## src/rtl/spwm_pkg.sv

```systemverilog
// Shared constants, types and the quarter-wave sine table for the SPWM duty generator.
package spwm_pkg;

  localparam int PHASE_BITS = 16;
  localparam int SINE_TABLE_DEPTH = 256;
  localparam int HARMONIC_ORDER = 3;
  localparam int DUTY_BITS = 12;

  localparam int STEP_BITS = 16;
  localparam int AMP_BITS = 16;
  localparam int HSCALE_BITS = 15;
  localparam int CFG_DATA_BITS = 16;
  localparam int CFG_INDEX_BITS = 2;

  localparam logic [CFG_INDEX_BITS-1:0] CFG_AMPLITUDE = 2'd0;
  localparam logic [CFG_INDEX_BITS-1:0] CFG_HSCALE = 2'd1;
  localparam logic [CFG_INDEX_BITS-1:0] CFG_HENABLE = 2'd2;

  localparam logic [AMP_BITS-1:0] AMP_RESET = 16'd26214;
  localparam logic [HSCALE_BITS-1:0] HSCALE_RESET = 15'd5461;

  localparam int TABLE_BITS = $clog2(SINE_TABLE_DEPTH);
  localparam int SINE_BITS = 16;
  localparam int SINE_PEAK = 32767;
  localparam int SIG_BITS = 18;
  localparam int HPROD_BITS = 2 * (SINE_BITS - 1);
  localparam int P1_BITS = SIG_BITS - 1 + AMP_BITS;
  localparam int P2_BITS = P1_BITS + DUTY_BITS - 1;
  localparam int OFF_BITS = P2_BITS - 29;
  localparam int DUTY_SUM_BITS = OFF_BITS + 2;
  localparam int DUTY_MID = 2 ** (DUTY_BITS - 1);
  localparam int DUTY_MAX = 2 ** DUTY_BITS - 1;
  localparam int THIRD_TURN = (2 ** PHASE_BITS + 1) / 3;
  localparam int DIV_CNT_BITS = $clog2(PHASE_BITS + 1);
  localparam int OUT_DATA_BITS = ((3 * DUTY_BITS + 7) / 8) * 8;

  localparam longint unsigned PI_HALF_Q30 = 64'd1686629713;
  localparam logic [7:0] TAYLOR_DIV [7] = '{8'd6, 8'd20, 8'd42, 8'd72, 8'd110, 8'd156, 8'd210};

  typedef logic [SINE_BITS-1:0] sine_table_t [SINE_TABLE_DEPTH];

  function automatic sine_table_t build_sine_table();
    sine_table_t tbl;
    logic [63:0] x;
    logic [63:0] term;
    logic [63:0] v;
    logic signed [63:0] sum;
    for (int i = 0; i < SINE_TABLE_DEPTH; i++) begin
      x = (PI_HALF_Q30 * 64'(i)) / SINE_TABLE_DEPTH;
      term = x;
      sum = signed'(x);
      for (int k = 1; k <= 7; k++) begin
        term = ((((term * x) >> 30) * x) >> 30) / 64'(TAYLOR_DIV[k-1]);
        if ((k % 2) == 1) begin
          sum = sum - signed'(term);
        end else begin
          sum = sum + signed'(term);
        end
      end
      if (sum < 0) begin
        sum = 64'sd0;
      end
      v = (unsigned'(sum) * 64'(SINE_PEAK) + (64'd1 << 29)) >> 30;
      if (v > 64'(SINE_PEAK)) begin
        v = 64'(SINE_PEAK);
      end
      tbl[i] = v[SINE_BITS-1:0];
    end
    return tbl;
  endfunction

  localparam sine_table_t SINE_TABLE = build_sine_table();

endpackage

```

## src/rtl/spwm_div.sv

```systemverilog
// Restoring divider, one quotient bit per cycle, for realigning the phase to its step slot.
module spwm_div (
  input  logic                           clk,
  input  logic                           rst,
  input  logic                           start,
  input  logic [spwm_pkg::PHASE_BITS-1:0] dividend,
  input  logic [spwm_pkg::STEP_BITS-1:0]  divisor,
  output logic                           done,
  output logic [spwm_pkg::PHASE_BITS-1:0] quotient
);
  import spwm_pkg::*;

  logic                    busy;
  logic [DIV_CNT_BITS-1:0] count;
  logic [STEP_BITS-1:0]    rem;
  logic [PHASE_BITS-1:0]   quo;
  logic [STEP_BITS:0]      trial;
  logic [STEP_BITS:0]      diff;
  logic                    fits;

  assign trial = {rem, quo[PHASE_BITS-1]};
  assign diff = trial - {1'b0, divisor};
  assign fits = trial >= {1'b0, divisor};
  assign done = busy && (count == '0);
  assign quotient = quo;

  always_ff @(posedge clk) begin
    if (rst) begin
      busy <= 1'b0;
      count <= '0;
    end else if (start) begin
      busy <= 1'b1;
      count <= DIV_CNT_BITS'(PHASE_BITS);
    end else if (busy) begin
      if (count == '0) begin
        busy <= 1'b0;
      end else begin
        count <= count - 1'b1;
      end
    end
  end

  always_ff @(posedge clk) begin
    if (start) begin
      rem <= '0;
      quo <= dividend;
    end else if (busy && (count != '0)) begin
      rem <= fits ? diff[STEP_BITS-1:0] : trial[STEP_BITS-1:0];
      quo <= {quo[PHASE_BITS-2:0], fits};
    end
  end

endmodule

```

## src/rtl/spwm_sine.sv

```systemverilog
// Quarter-wave sine ROM with quadrant folding and a registered read.
module spwm_sine (
  input  logic                                 clk,
  input  logic [spwm_pkg::PHASE_BITS-1:0]       angle,
  output logic signed [spwm_pkg::SINE_BITS-1:0] sine
);
  import spwm_pkg::*;

  logic [TABLE_BITS+1:0]  idx;
  logic [1:0]             quad;
  logic [TABLE_BITS-1:0]  r;
  logic [TABLE_BITS-1:0]  addr;
  logic                   peak;
  logic [SINE_BITS-1:0]   mag_rd;
  logic                   peak_rd;
  logic                   neg_rd;
  logic [SINE_BITS-1:0]   mag;

  assign idx = angle[PHASE_BITS-1 -: TABLE_BITS+2];
  assign quad = idx[TABLE_BITS+1:TABLE_BITS];
  assign r = idx[TABLE_BITS-1:0];
  assign addr = quad[0] ? (~r + 1'b1) : r;
  assign peak = quad[0] && (r == '0);

  always_ff @(posedge clk) begin
    mag_rd <= SINE_TABLE[addr];
    peak_rd <= peak;
    neg_rd <= quad[1];
  end

  assign mag = peak_rd ? SINE_BITS'(SINE_PEAK) : mag_rd;
  assign sine = neg_rd ? -signed'(mag) : signed'(mag);

endmodule

```

## src/rtl/three_phase_spwm_duty_generator.sv

```systemverilog
// Top level: phase accumulator, per-phase sequencer, duty scaling and output register.
// Requests are taken only in the idle state, so a new request waits until the last result
// has gone to the output register; each phase takes seven steps through the single sine ROM
// port, and a request that realigns a nonzero phase first runs a 16-step serial divide.
// A finished result waits in the output register while the next request is taken.
// Reset (rst, synchronous): phase 0, registers to their defaults, output empty.
module three_phase_spwm_duty_generator (
  input  logic                                  clk,
  input  logic                                  rst,
  input  logic                                  cfg_wr_en,
  input  logic [spwm_pkg::CFG_INDEX_BITS-1:0]    cfg_index,
  input  logic [spwm_pkg::CFG_DATA_BITS-1:0]     cfg_data,
  input  logic                                  s_tvalid,
  output logic                                  s_tready,
  input  logic [spwm_pkg::STEP_BITS-1:0]         s_tdata,  // [15:0] phase_step
  input  logic                                  s_tuser,  // [0] freq_change
  output logic                                  m_tvalid,
  input  logic                                  m_tready,
  output logic [spwm_pkg::OUT_DATA_BITS-1:0]     m_tdata   // duty_u, duty_v, duty_w, pad
);
  import spwm_pkg::*;

  localparam logic [3:0] ST_IDLE  = 4'd0;
  localparam logic [3:0] ST_DIV   = 4'd1;
  localparam logic [3:0] ST_SIN   = 4'd2;
  localparam logic [3:0] ST_FUND  = 4'd3;
  localparam logic [3:0] ST_HARM  = 4'd4;
  localparam logic [3:0] ST_SUM   = 4'd5;
  localparam logic [3:0] ST_MUL   = 4'd6;
  localparam logic [3:0] ST_SCALE = 4'd7;
  localparam logic [3:0] ST_DUTY  = 4'd8;
  localparam logic [3:0] ST_OUT   = 4'd9;

  localparam logic [PHASE_BITS-1:0] THIRD = PHASE_BITS'(THIRD_TURN);

  logic [3:0]                     state;
  logic [1:0]                     k;
  logic [AMP_BITS-1:0]            amplitude;
  logic [HSCALE_BITS-1:0]         hscale;
  logic                           henable;
  logic [PHASE_BITS-1:0]          phase;
  logic [STEP_BITS-1:0]           step;

  logic                           accept;
  logic                           need_div;
  logic [PHASE_BITS-1:0]          phase_next;
  logic [PHASE_BITS+STEP_BITS:0]  sum_wide;
  logic [PHASE_BITS+STEP_BITS:0]  snap_wide;

  logic                           div_start;
  logic                           div_done;
  logic [PHASE_BITS-1:0]          div_q;

  logic [PHASE_BITS-1:0]          angle;
  logic [PHASE_BITS+3:0]          harm_full;
  logic [PHASE_BITS-1:0]          rom_angle;
  logic signed [SINE_BITS-1:0]    sine;

  logic signed [SINE_BITS-1:0]    fund;
  logic [HPROD_BITS-1:0]          hprod;
  logic                           hneg;
  logic [HPROD_BITS:0]            hround;
  logic signed [SIG_BITS-1:0]     hterm;
  logic signed [SIG_BITS-1:0]     sig;
  logic [SIG_BITS-1:0]            sig_abs;
  logic [SINE_BITS-1:0]           hmag;
  logic [P1_BITS-1:0]             prod1;
  logic [P2_BITS-1:0]             prod2;
  logic                           sneg;
  logic [P2_BITS:0]               rsum;
  logic [OFF_BITS-1:0]            off;
  logic signed [DUTY_SUM_BITS-1:0] dsum;
  logic [DUTY_BITS-1:0]           dsat;
  logic [DUTY_BITS-1:0]           duty_work [3];

  spwm_div u_div (
    .clk      (clk),
    .rst      (rst),
    .start    (div_start),
    .dividend (phase),
    .divisor  (step),
    .done     (div_done),
    .quotient (div_q)
  );

  spwm_sine u_sine (
    .clk   (clk),
    .angle (rom_angle),
    .sine  (sine)
  );

  assign s_tready = (state == ST_IDLE);
  assign accept = s_tvalid && s_tready;

  always_comb begin
    sum_wide = (PHASE_BITS+STEP_BITS+1)'(phase) + (PHASE_BITS+STEP_BITS+1)'(s_tdata);
    need_div = 1'b0;
    if (phase == '0) begin
      phase_next = PHASE_BITS'(s_tdata >> 1);
    end else if (!s_tuser) begin
      phase_next = sum_wide[PHASE_BITS-1:0];
    end else if (s_tdata == '0) begin
      phase_next = phase;
    end else begin
      phase_next = phase;
      need_div = 1'b1;
    end
  end

  assign div_start = accept && need_div;
  assign snap_wide = (PHASE_BITS+STEP_BITS+1)'(div_q) * (PHASE_BITS+STEP_BITS+1)'(step)
                   + (PHASE_BITS+STEP_BITS+1)'(step >> 1);

  always_comb begin
    case (k)
      2'd1:    angle = phase - THIRD;
      2'd2:    angle = phase + THIRD;
      default: angle = phase;
    endcase
  end

  assign harm_full = (PHASE_BITS+4)'(angle) * (PHASE_BITS+4)'(HARMONIC_ORDER);
  assign rom_angle = (state == ST_FUND) ? harm_full[PHASE_BITS-1:0] : angle;

  assign hmag = sine[SINE_BITS-1] ? SINE_BITS'(-sine) : SINE_BITS'(sine);
  assign hround = (HPROD_BITS+1)'(hprod) + (HPROD_BITS+1)'(16384);
  assign hterm = hneg ? -SIG_BITS'(hround[HPROD_BITS:15]) : SIG_BITS'(hround[HPROD_BITS:15]);
  assign sig_abs = sig[SIG_BITS-1] ? SIG_BITS'(-sig) : SIG_BITS'(sig);

  assign rsum = (P2_BITS+1)'(prod2) + (P2_BITS+1)'(64'd1 << 29);
  assign off = rsum[P2_BITS:30];

  always_comb begin
    if (sneg) begin
      dsum = DUTY_SUM_BITS'(DUTY_MID) - signed'(DUTY_SUM_BITS'(off));
    end else begin
      dsum = DUTY_SUM_BITS'(DUTY_MID) + signed'(DUTY_SUM_BITS'(off));
    end
    if (dsum < 0) begin
      dsat = '0;
    end else if (dsum > DUTY_SUM_BITS'(DUTY_MAX)) begin
      dsat = DUTY_BITS'(DUTY_MAX);
    end else begin
      dsat = dsum[DUTY_BITS-1:0];
    end
  end

  always_ff @(posedge clk) begin
    if (rst) begin
      amplitude <= AMP_RESET;
      hscale <= HSCALE_RESET;
      henable <= 1'b0;
    end else if (cfg_wr_en) begin
      case (cfg_index)
        CFG_AMPLITUDE: amplitude <= cfg_data[AMP_BITS-1:0];
        CFG_HSCALE:    hscale <= cfg_data[HSCALE_BITS-1:0];
        CFG_HENABLE:   henable <= cfg_data[0];
        default: ;
      endcase
    end
  end

  always_ff @(posedge clk) begin
    if (rst) begin
      state <= ST_IDLE;
      k <= 2'd0;
      phase <= '0;
      m_tvalid <= 1'b0;
    end else begin
      if (m_tvalid && m_tready && (state != ST_OUT)) begin
        m_tvalid <= 1'b0;
      end
      case (state)
        ST_IDLE: begin
          if (accept) begin
            phase <= phase_next;
            k <= 2'd0;
            state <= need_div ? ST_DIV : ST_SIN;
          end
        end
        ST_DIV: begin
          if (div_done) begin
            phase <= snap_wide[PHASE_BITS-1:0];
            state <= ST_SIN;
          end
        end
        ST_SIN:   state <= ST_FUND;
        ST_FUND:  state <= ST_HARM;
        ST_HARM:  state <= ST_SUM;
        ST_SUM:   state <= ST_MUL;
        ST_MUL:   state <= ST_SCALE;
        ST_SCALE: state <= ST_DUTY;
        ST_DUTY: begin
          if (k == 2'd2) begin
            state <= ST_OUT;
          end else begin
            k <= k + 2'd1;
            state <= ST_SIN;
          end
        end
        ST_OUT: begin
          if (!m_tvalid || m_tready) begin
            m_tvalid <= 1'b1;
            state <= ST_IDLE;
          end
        end
        default: state <= ST_IDLE;
      endcase
    end
  end

  always_ff @(posedge clk) begin
    if (accept) begin
      step <= s_tdata;
    end
    case (state)
      ST_FUND: fund <= sine;
      ST_HARM: begin
        hprod <= HPROD_BITS'(hmag) * HPROD_BITS'(hscale);
        hneg <= sine[SINE_BITS-1];
      end
      ST_SUM: sig <= SIG_BITS'(fund) + (henable ? hterm : SIG_BITS'(0));
      ST_MUL: begin
        prod1 <= P1_BITS'(sig_abs[SIG_BITS-2:0]) * P1_BITS'(amplitude);
        sneg <= sig[SIG_BITS-1];
      end
      ST_SCALE: prod2 <= P2_BITS'(prod1) * P2_BITS'(DUTY_MID - 1);
      ST_DUTY:  duty_work[k] <= dsat;
      ST_OUT: begin
        if (!m_tvalid || m_tready) begin
          m_tdata <= OUT_DATA_BITS'({duty_work[2], duty_work[1], duty_work[0]});
        end
      end
      default: ;
    endcase
  end

endmodule

```

## config.mk

```make
export PLATFORM = sky130hd
export DESIGN_NAME = three_phase_spwm_duty_generator
export DESIGN_NICKNAME = d
export VERILOG_FILES = /design/src/rtl/spwm_pkg.sv /design/src/rtl/spwm_div.sv /design/src/rtl/spwm_sine.sv /design/src/rtl/three_phase_spwm_duty_generator.sv
export SDC_FILE = /design/constraint.sdc
export NUM_CORES = 2
export LEC_CHECK = 0
export BUFFER_PORTS_ARGS = -buffer_cell sky130_fd_sc_hd__buf_4
export CAP_MARGIN = 25
export CORE_UTILIZATION = 70
export DETAILED_ROUTE_END_ITERATION = 10
export GPL_TIMING_DRIVEN = 1
export PLACE_DENSITY = 0.87
export SLEW_MARGIN = 20
export SYNTH_ARGS = -nofsm -noshare
export SYNTH_HDL_FRONTEND = slang
export SYNTH_HIERARCHICAL = 1
export SYNTH_SLANG_ARGS = --single-unit
```

## constraint.sdc

```tcl
create_clock -name clk -period 14.2 [get_ports clk]
set_input_delay 1.42 -clock clk [delete_from_list [all_inputs] [get_ports clk]]
set_output_delay 1.42 -clock clk [all_outputs]
set_load 0.02 [all_outputs]
```

==> After elaboration in Yosys (flattened, before gate mapping) <==
Memories as Yosys holds them, arrays and structs flattened. A register that Yosys moved wholly into a read port is not among the register bits.
Index checks and enable logic that the tools add are counted.
{ "word_totals": {"ff_bits": 254, "latch_bits": 0, "ram_bits": 36, "rom_bits": 4096, "inputBits": 40, "word_cells": 145, "memories": 2} }
{ "op_classes": {"add_sub_neg": 17, "mul": 5, "div_mod_pow": 0, "magnitude_cmp": 3, "eq_ne": 20, "shifts": 0, "mux": 43, "n_bitwise": 3, "n_reduce_logical": 30} }
{ "mem_list": {"columns": ["name", "words", "word_bits", "rd", "rd_clocked_by_memory_dff", "wr", "line", "text"], "rows": [
  ["(name not given)", 256, 16, 1, 1, 0, "spwm_sine.sv:26", "mag_rd <= SINE_TABLE[addr];"],
  ["duty_work", 3, 12, 3, 3, 1, "three_phase_spwm_duty_generator.sv:74", "logic [DUTY_BITS-1:0] duty_work [3];"]
]} }
{ "ops": {"columns": ["cell", "count"], "rows": [
  ["16-bit two-way mux", 11],
  ["16-bit one-hot mux with 2 select lines", 2],
  ["44-bit by 30-bit adder with 45-bit output (second input constant)", 1],
  ["33-bit by 11-bit multiplier with 44-bit output (second input constant)", 1],
  ["4-bit one-hot mux with 10 select lines", 1],
  ["18-bit two-way mux", 2],
  ["17-bit two-way mux", 2],
  ["17-bit by 16-bit multiplier with 33-bit output", 1],
  ["16-bit logical NOT", 2],
  ["16-bit negation", 2],
  ["30-bit by 15-bit adder with 31-bit output (second input constant)", 1],
  ["16-bit by 15-bit multiplier with 30-bit output", 1],
  ["12-bit two-way mux", 2],
  ["16-bit by 18-bit adder with 18-bit output", 1],
  ["16-bit negation with 18-bit output", 1],
  ["17-bit by 16-bit >= comparator with 1-bit output", 1],
  ["17-bit by 13-bit greater-than comparator with 1-bit output (second input constant)", 1],
  ["17-bit by 1-bit < comparator with 1-bit output (second input constant)", 1],
  ["17-bit negation", 1],
  ["12-bit by 15-bit adder with 16-bit output (first input constant)", 1],
  ["16-bit by 15-bit adder with 16-bit output", 1],
  ["16-bit by 15-bit adder with 16-bit output (second input constant)", 1],
  ["16-bit adder", 1],
  ["4-bit by 3-bit equality test with 1-bit output (second input constant)", 4],
  ["other kinds (39)", 78]
]} }

==> Depth between registers and ports, before layout <==
{ "logic_depth": {"depth_word": 8, "mapped_depth": 36} }

==> Modules after synthesis <==
Netlist, hierarchy kept.
{ "modules_own_cells": {"columns": ["module", "instances", "cells_per_inst", "area_each_um2", "seq_area_each_um2"], "rows": [
  ["three_phase_spwm_duty_generator", 1, 4293, 40789.1, 6746.5],
  ["spwm_sine", 1, 886, 5524.0, 340.3],
  ["spwm_div", 1, 277, 2642.5, 920.9]
]} }

==> Least setup slack after synthesis <==
Ideal clock, no wire load.
{ "synth_path": {"kind": "flip-flop to flip-flop", "start": "register u_sine.peak_rd", "end": "register hprod[29], data pin", "setup_ns": 0.260, "arrival_ns": 8.619, "slack_ns": 5.321, "path_stages_with_launch": 34, "n_path_buf": 3, "path_cell_list": "dfxtp_1 -> clkbuf_1 -> or4_1 -> nor2_1 -> nand2_1 -> or4_1 -> or3_1 -> o41a_1 -> clkbuf_1 -> o21ai_0 -> xnor2_1 -> clkbuf_1 -> and2_1 -> fa_1 -> inv_1 -> fa_1 -> inv_1 -> fa_1 -> fa_1 -> fa_1 -> inv_1 -> fa_1 -> inv_1 -> ha_1 -> a21o_1 -> a21o_1 -> a211oi_1 -> a221oi_2 -> a211oi_2 -> o31ai_2 -> o41a_1 -> a21o_1 -> a21oi_2 -> xnor2_1"} }
{ "synth_between": {"elab_chain_cells": 6} }
{ "synth_lines": {"columns": ["element", "line", "text"], "rows": [
  ["from (decl)", "spwm_sine.sv:15", "logic peak_rd;"],
  ["from (signal assigned)", "spwm_sine.sv:27", "peak_rd <= peak;"],
  ["16-bit two-way mux *", "spwm_sine.sv:31", "assign mag = peak_rd ? SINE_BITS'(SINE_PEAK) : mag_rd;"],
  ["16-bit negation", "spwm_sine.sv:32", "assign sine = neg_rd ? -signed'(mag) : signed'(mag);"],
  ["16-bit two-way mux *", "spwm_sine.sv:32", null],
  ["named net sine[15]", "three_phase_spwm_duty_generator.sv:57", "logic signed [SINE_BITS-1:0] sine;"],
  ["16-bit negation", "three_phase_spwm_duty_generator.sv:125", "assign hmag = sine[SINE_BITS-1] ? SINE_BITS'(-sine) : SINE_BITS'(sine);"],
  ["16-bit two-way mux *", "three_phase_spwm_duty_generator.sv:125", null],
  ["16-bit by 15-bit multiplier with 30-bit output *", "three_phase_spwm_duty_generator.sv:219", "hprod <= HPROD_BITS'(hmag) * HPROD_BITS'(hscale);"],
  ["to (signal assigned)", "three_phase_spwm_duty_generator.sv:219", null],
  ["to (decl)", "three_phase_spwm_duty_generator.sv:60", "logic [HPROD_BITS-1:0] hprod;"]
]} }
Mark *: on every way through the listed nets, which the timed path passes. The rest lies on a longest branch.
A chain may end at the register's enable or synchronous reset.

==> Worst setup path in the final report <==
Same ends and word-level chain as after synthesis.

==> flow_summary.json <==
{
  "result_of_the_run": "complete, no violations",
  "worst_path_max_delay_cell": "or4_1",
  "vias": 39510,
  "clk_latency_ns": 0.58,
  "slowest_delay_ns": 0.67,
  "grt_start_max_net_pins": 86,
  "timing.clock.skew_ns": 0.02928,
  "cpMostUsedCell": "fa_1",
  "critical_setup_path_kind": "reg2reg",
  "first_global_vias": 40660,
  "worst_setup_hold_path_clk_slew_ns": 0.06,
  "vias_per_cell": 6.258,
  "rsz0062_at_grt": "no",
  "final-hold-violation-count": 0,
  "setup_viol": 0,
  "stdcell_area_um2": 51290,
  "grt_overflow_total": 0,
  "wire_length_on_met1_um": 49150,
  "cts_repair_resized_insts": 0,
  "yosysWarningCount": 6,
  "root_buffer": "clkbuf_16",
  "placement.setup.worst_slack_ns": 4.417,
  "die_width_um": 266.3,
  "post-route-period-util_pct": 69.67,
  "dp.final_hpwl_um": 96390,
  "hp-class": "reg2reg",
  "drv_cap": 0,
  "maxUsedRoutingLayer": "met4",
  "dieArea_um2": 70890,
  "grt_antenna_before_repair": 0,
  "synthesis.area_um2": 48880,
  "tritoncts.num_buffers": 36,
  "cts_hold_buf": 0,
  "met2_wirelength_um": 60380,
  "post_route_cells_drive_above_1_share_pct": 5.798,
  "cts_post_setup_buffers_inserted": 0,
  "timing.critical_path.fanout_max": 28,
  "nets_finish": 6524,
  "worst_slack_ns": 4.306,
  "post_route_drc": 0,
  "worst_setup_path_start_kind": "register",
  "syn_avg_cell_area_um2": 8.979,
  "amount_of_wire_on_met3_after_detailed_routing_um": 12690,
  "dieHeight_um": 266.3,
  "floorplan.io_pins": 82,
  "timing.slew.headroom_pct": 24.87,
  "cp.required_ns": 14.53,
  "routed_wirelength_normalized_by_instance_count_um": 20.24,
  "antenna_left": 0,
  "place_congestion": 1.007,
  "core_region_area_um2": 68830,
  "drtPass1Iterations": 9,
  "clock_sink_count": 298,
  "cts_tree": "done",
  "placementRows": 96,
  "initial_utilization_pct": 71.02,
  "timing.final.crit_period_ns": 9.894,
  "dpl-instance-area_um2": 50060,
  "area_growth_syn_to_layout_pct": 4.927,
  "globalRouteTotalUtil_pct": 36.69,
  "tightestPinTransition_ns": 1.127,
  "detail_route.wirelength_um": 127800,
  "first_drt_iteration_drcs": 4214,
  "crit_arrival_ns": 10.22,
  "cp-end-kind": "register",
  "port-buffer-count": 77,
  "achievable-frequency_ghz": 0.1011,
  "fin_setup_tns_ns": 0,
  "global_route_wire_length_before_repair_um": 208100,
  "ctsHtreeMaxLevel": 2,
  "drv_slew": 0,
  "synthesis.instances": 5444,
  "clock_path_buffers": 3
}
[per-stage QoR]
step	instances	hold slack (ns)	util, %
detailed placement	6246	0.4045	72.73
finish	6313	0.4180	74.52
CTS	6312	0.4189	74.51
global route	6312	0.4215	74.51
floorplan	5447	0.4003	-
global placement	6245	0.4002	72.70
[sequential cells by signal, summed over array words and instances (netlist names), 4 cells and up]
name	flops
duty_work	36
state	4
u_div/count	5
hprod	16
phase	16
u_sine/mag_rd	15
u_div/rem	16
step	16
prod2	15
m_tdata	36
amplitude	16
fund	16
prod1	33
hscale	15
u_div/quotient	16
sig	18
[layout make-up]
type	instances	area, um2
Multi-Input combinational cell	3997	36530
Fill cell	4703	17540
Timing Repair Buffer	139	1047
Clock buffer	43	968.4
Sequential cell	298	8008
Inverter	881	3312
Antenna cell	1	2.502
Clock inverter	23	256.5
Tap cell	931	1165
[routing by layer]
layer	vias up	track usage, %
met5	-	0
met1	19200	47.47
li1	17650	-
met4	0	14.55
met3	481	6.913
met2	2174	60.98
[worst max-delay path: cells and delay by family, from the launching register on]
kind / cells / cell delay (ns)
flops: 1 / 0.59
compound gates: 10 / 2.66
buf+inv: 5 / 0.43
fa+ha+maj: 7 / 3.38
xor+xnor: 2 / 0.23
simple gates: 7 / 2.32
[layout by cell type (no fill, tap or decap), types with 94 or more instances in the layout]
master	count
inv_1	876
fa_1	700
nand2_1	613
ha_1	431
and2_1	338
nor2_1	273
a21oi_1	235
edfxtp_1	204
xnor2_1	180
o21ai_0	147
buf_4	138
nor3_1	95
dfxtp_1	94
[path summary, 6_finish.rpt]
kind                                 startpoint          end  slack (ns)  cells past startpoint
worst min register to register  duty_work[2][6]  m_tdata[30]        0.42                      0
worst min-delay path            duty_work[2][6]  m_tdata[30]        0.42                      0
worst max register to register   u_sine/peak_rd    hprod[29]        4.31                     31
worst max-delay path             u_sine/peak_rd    hprod[29]        4.31                     31
Power is not shown: default switching activity piles up to over one toggle a cycle in this logic, so the estimate is an artifact.
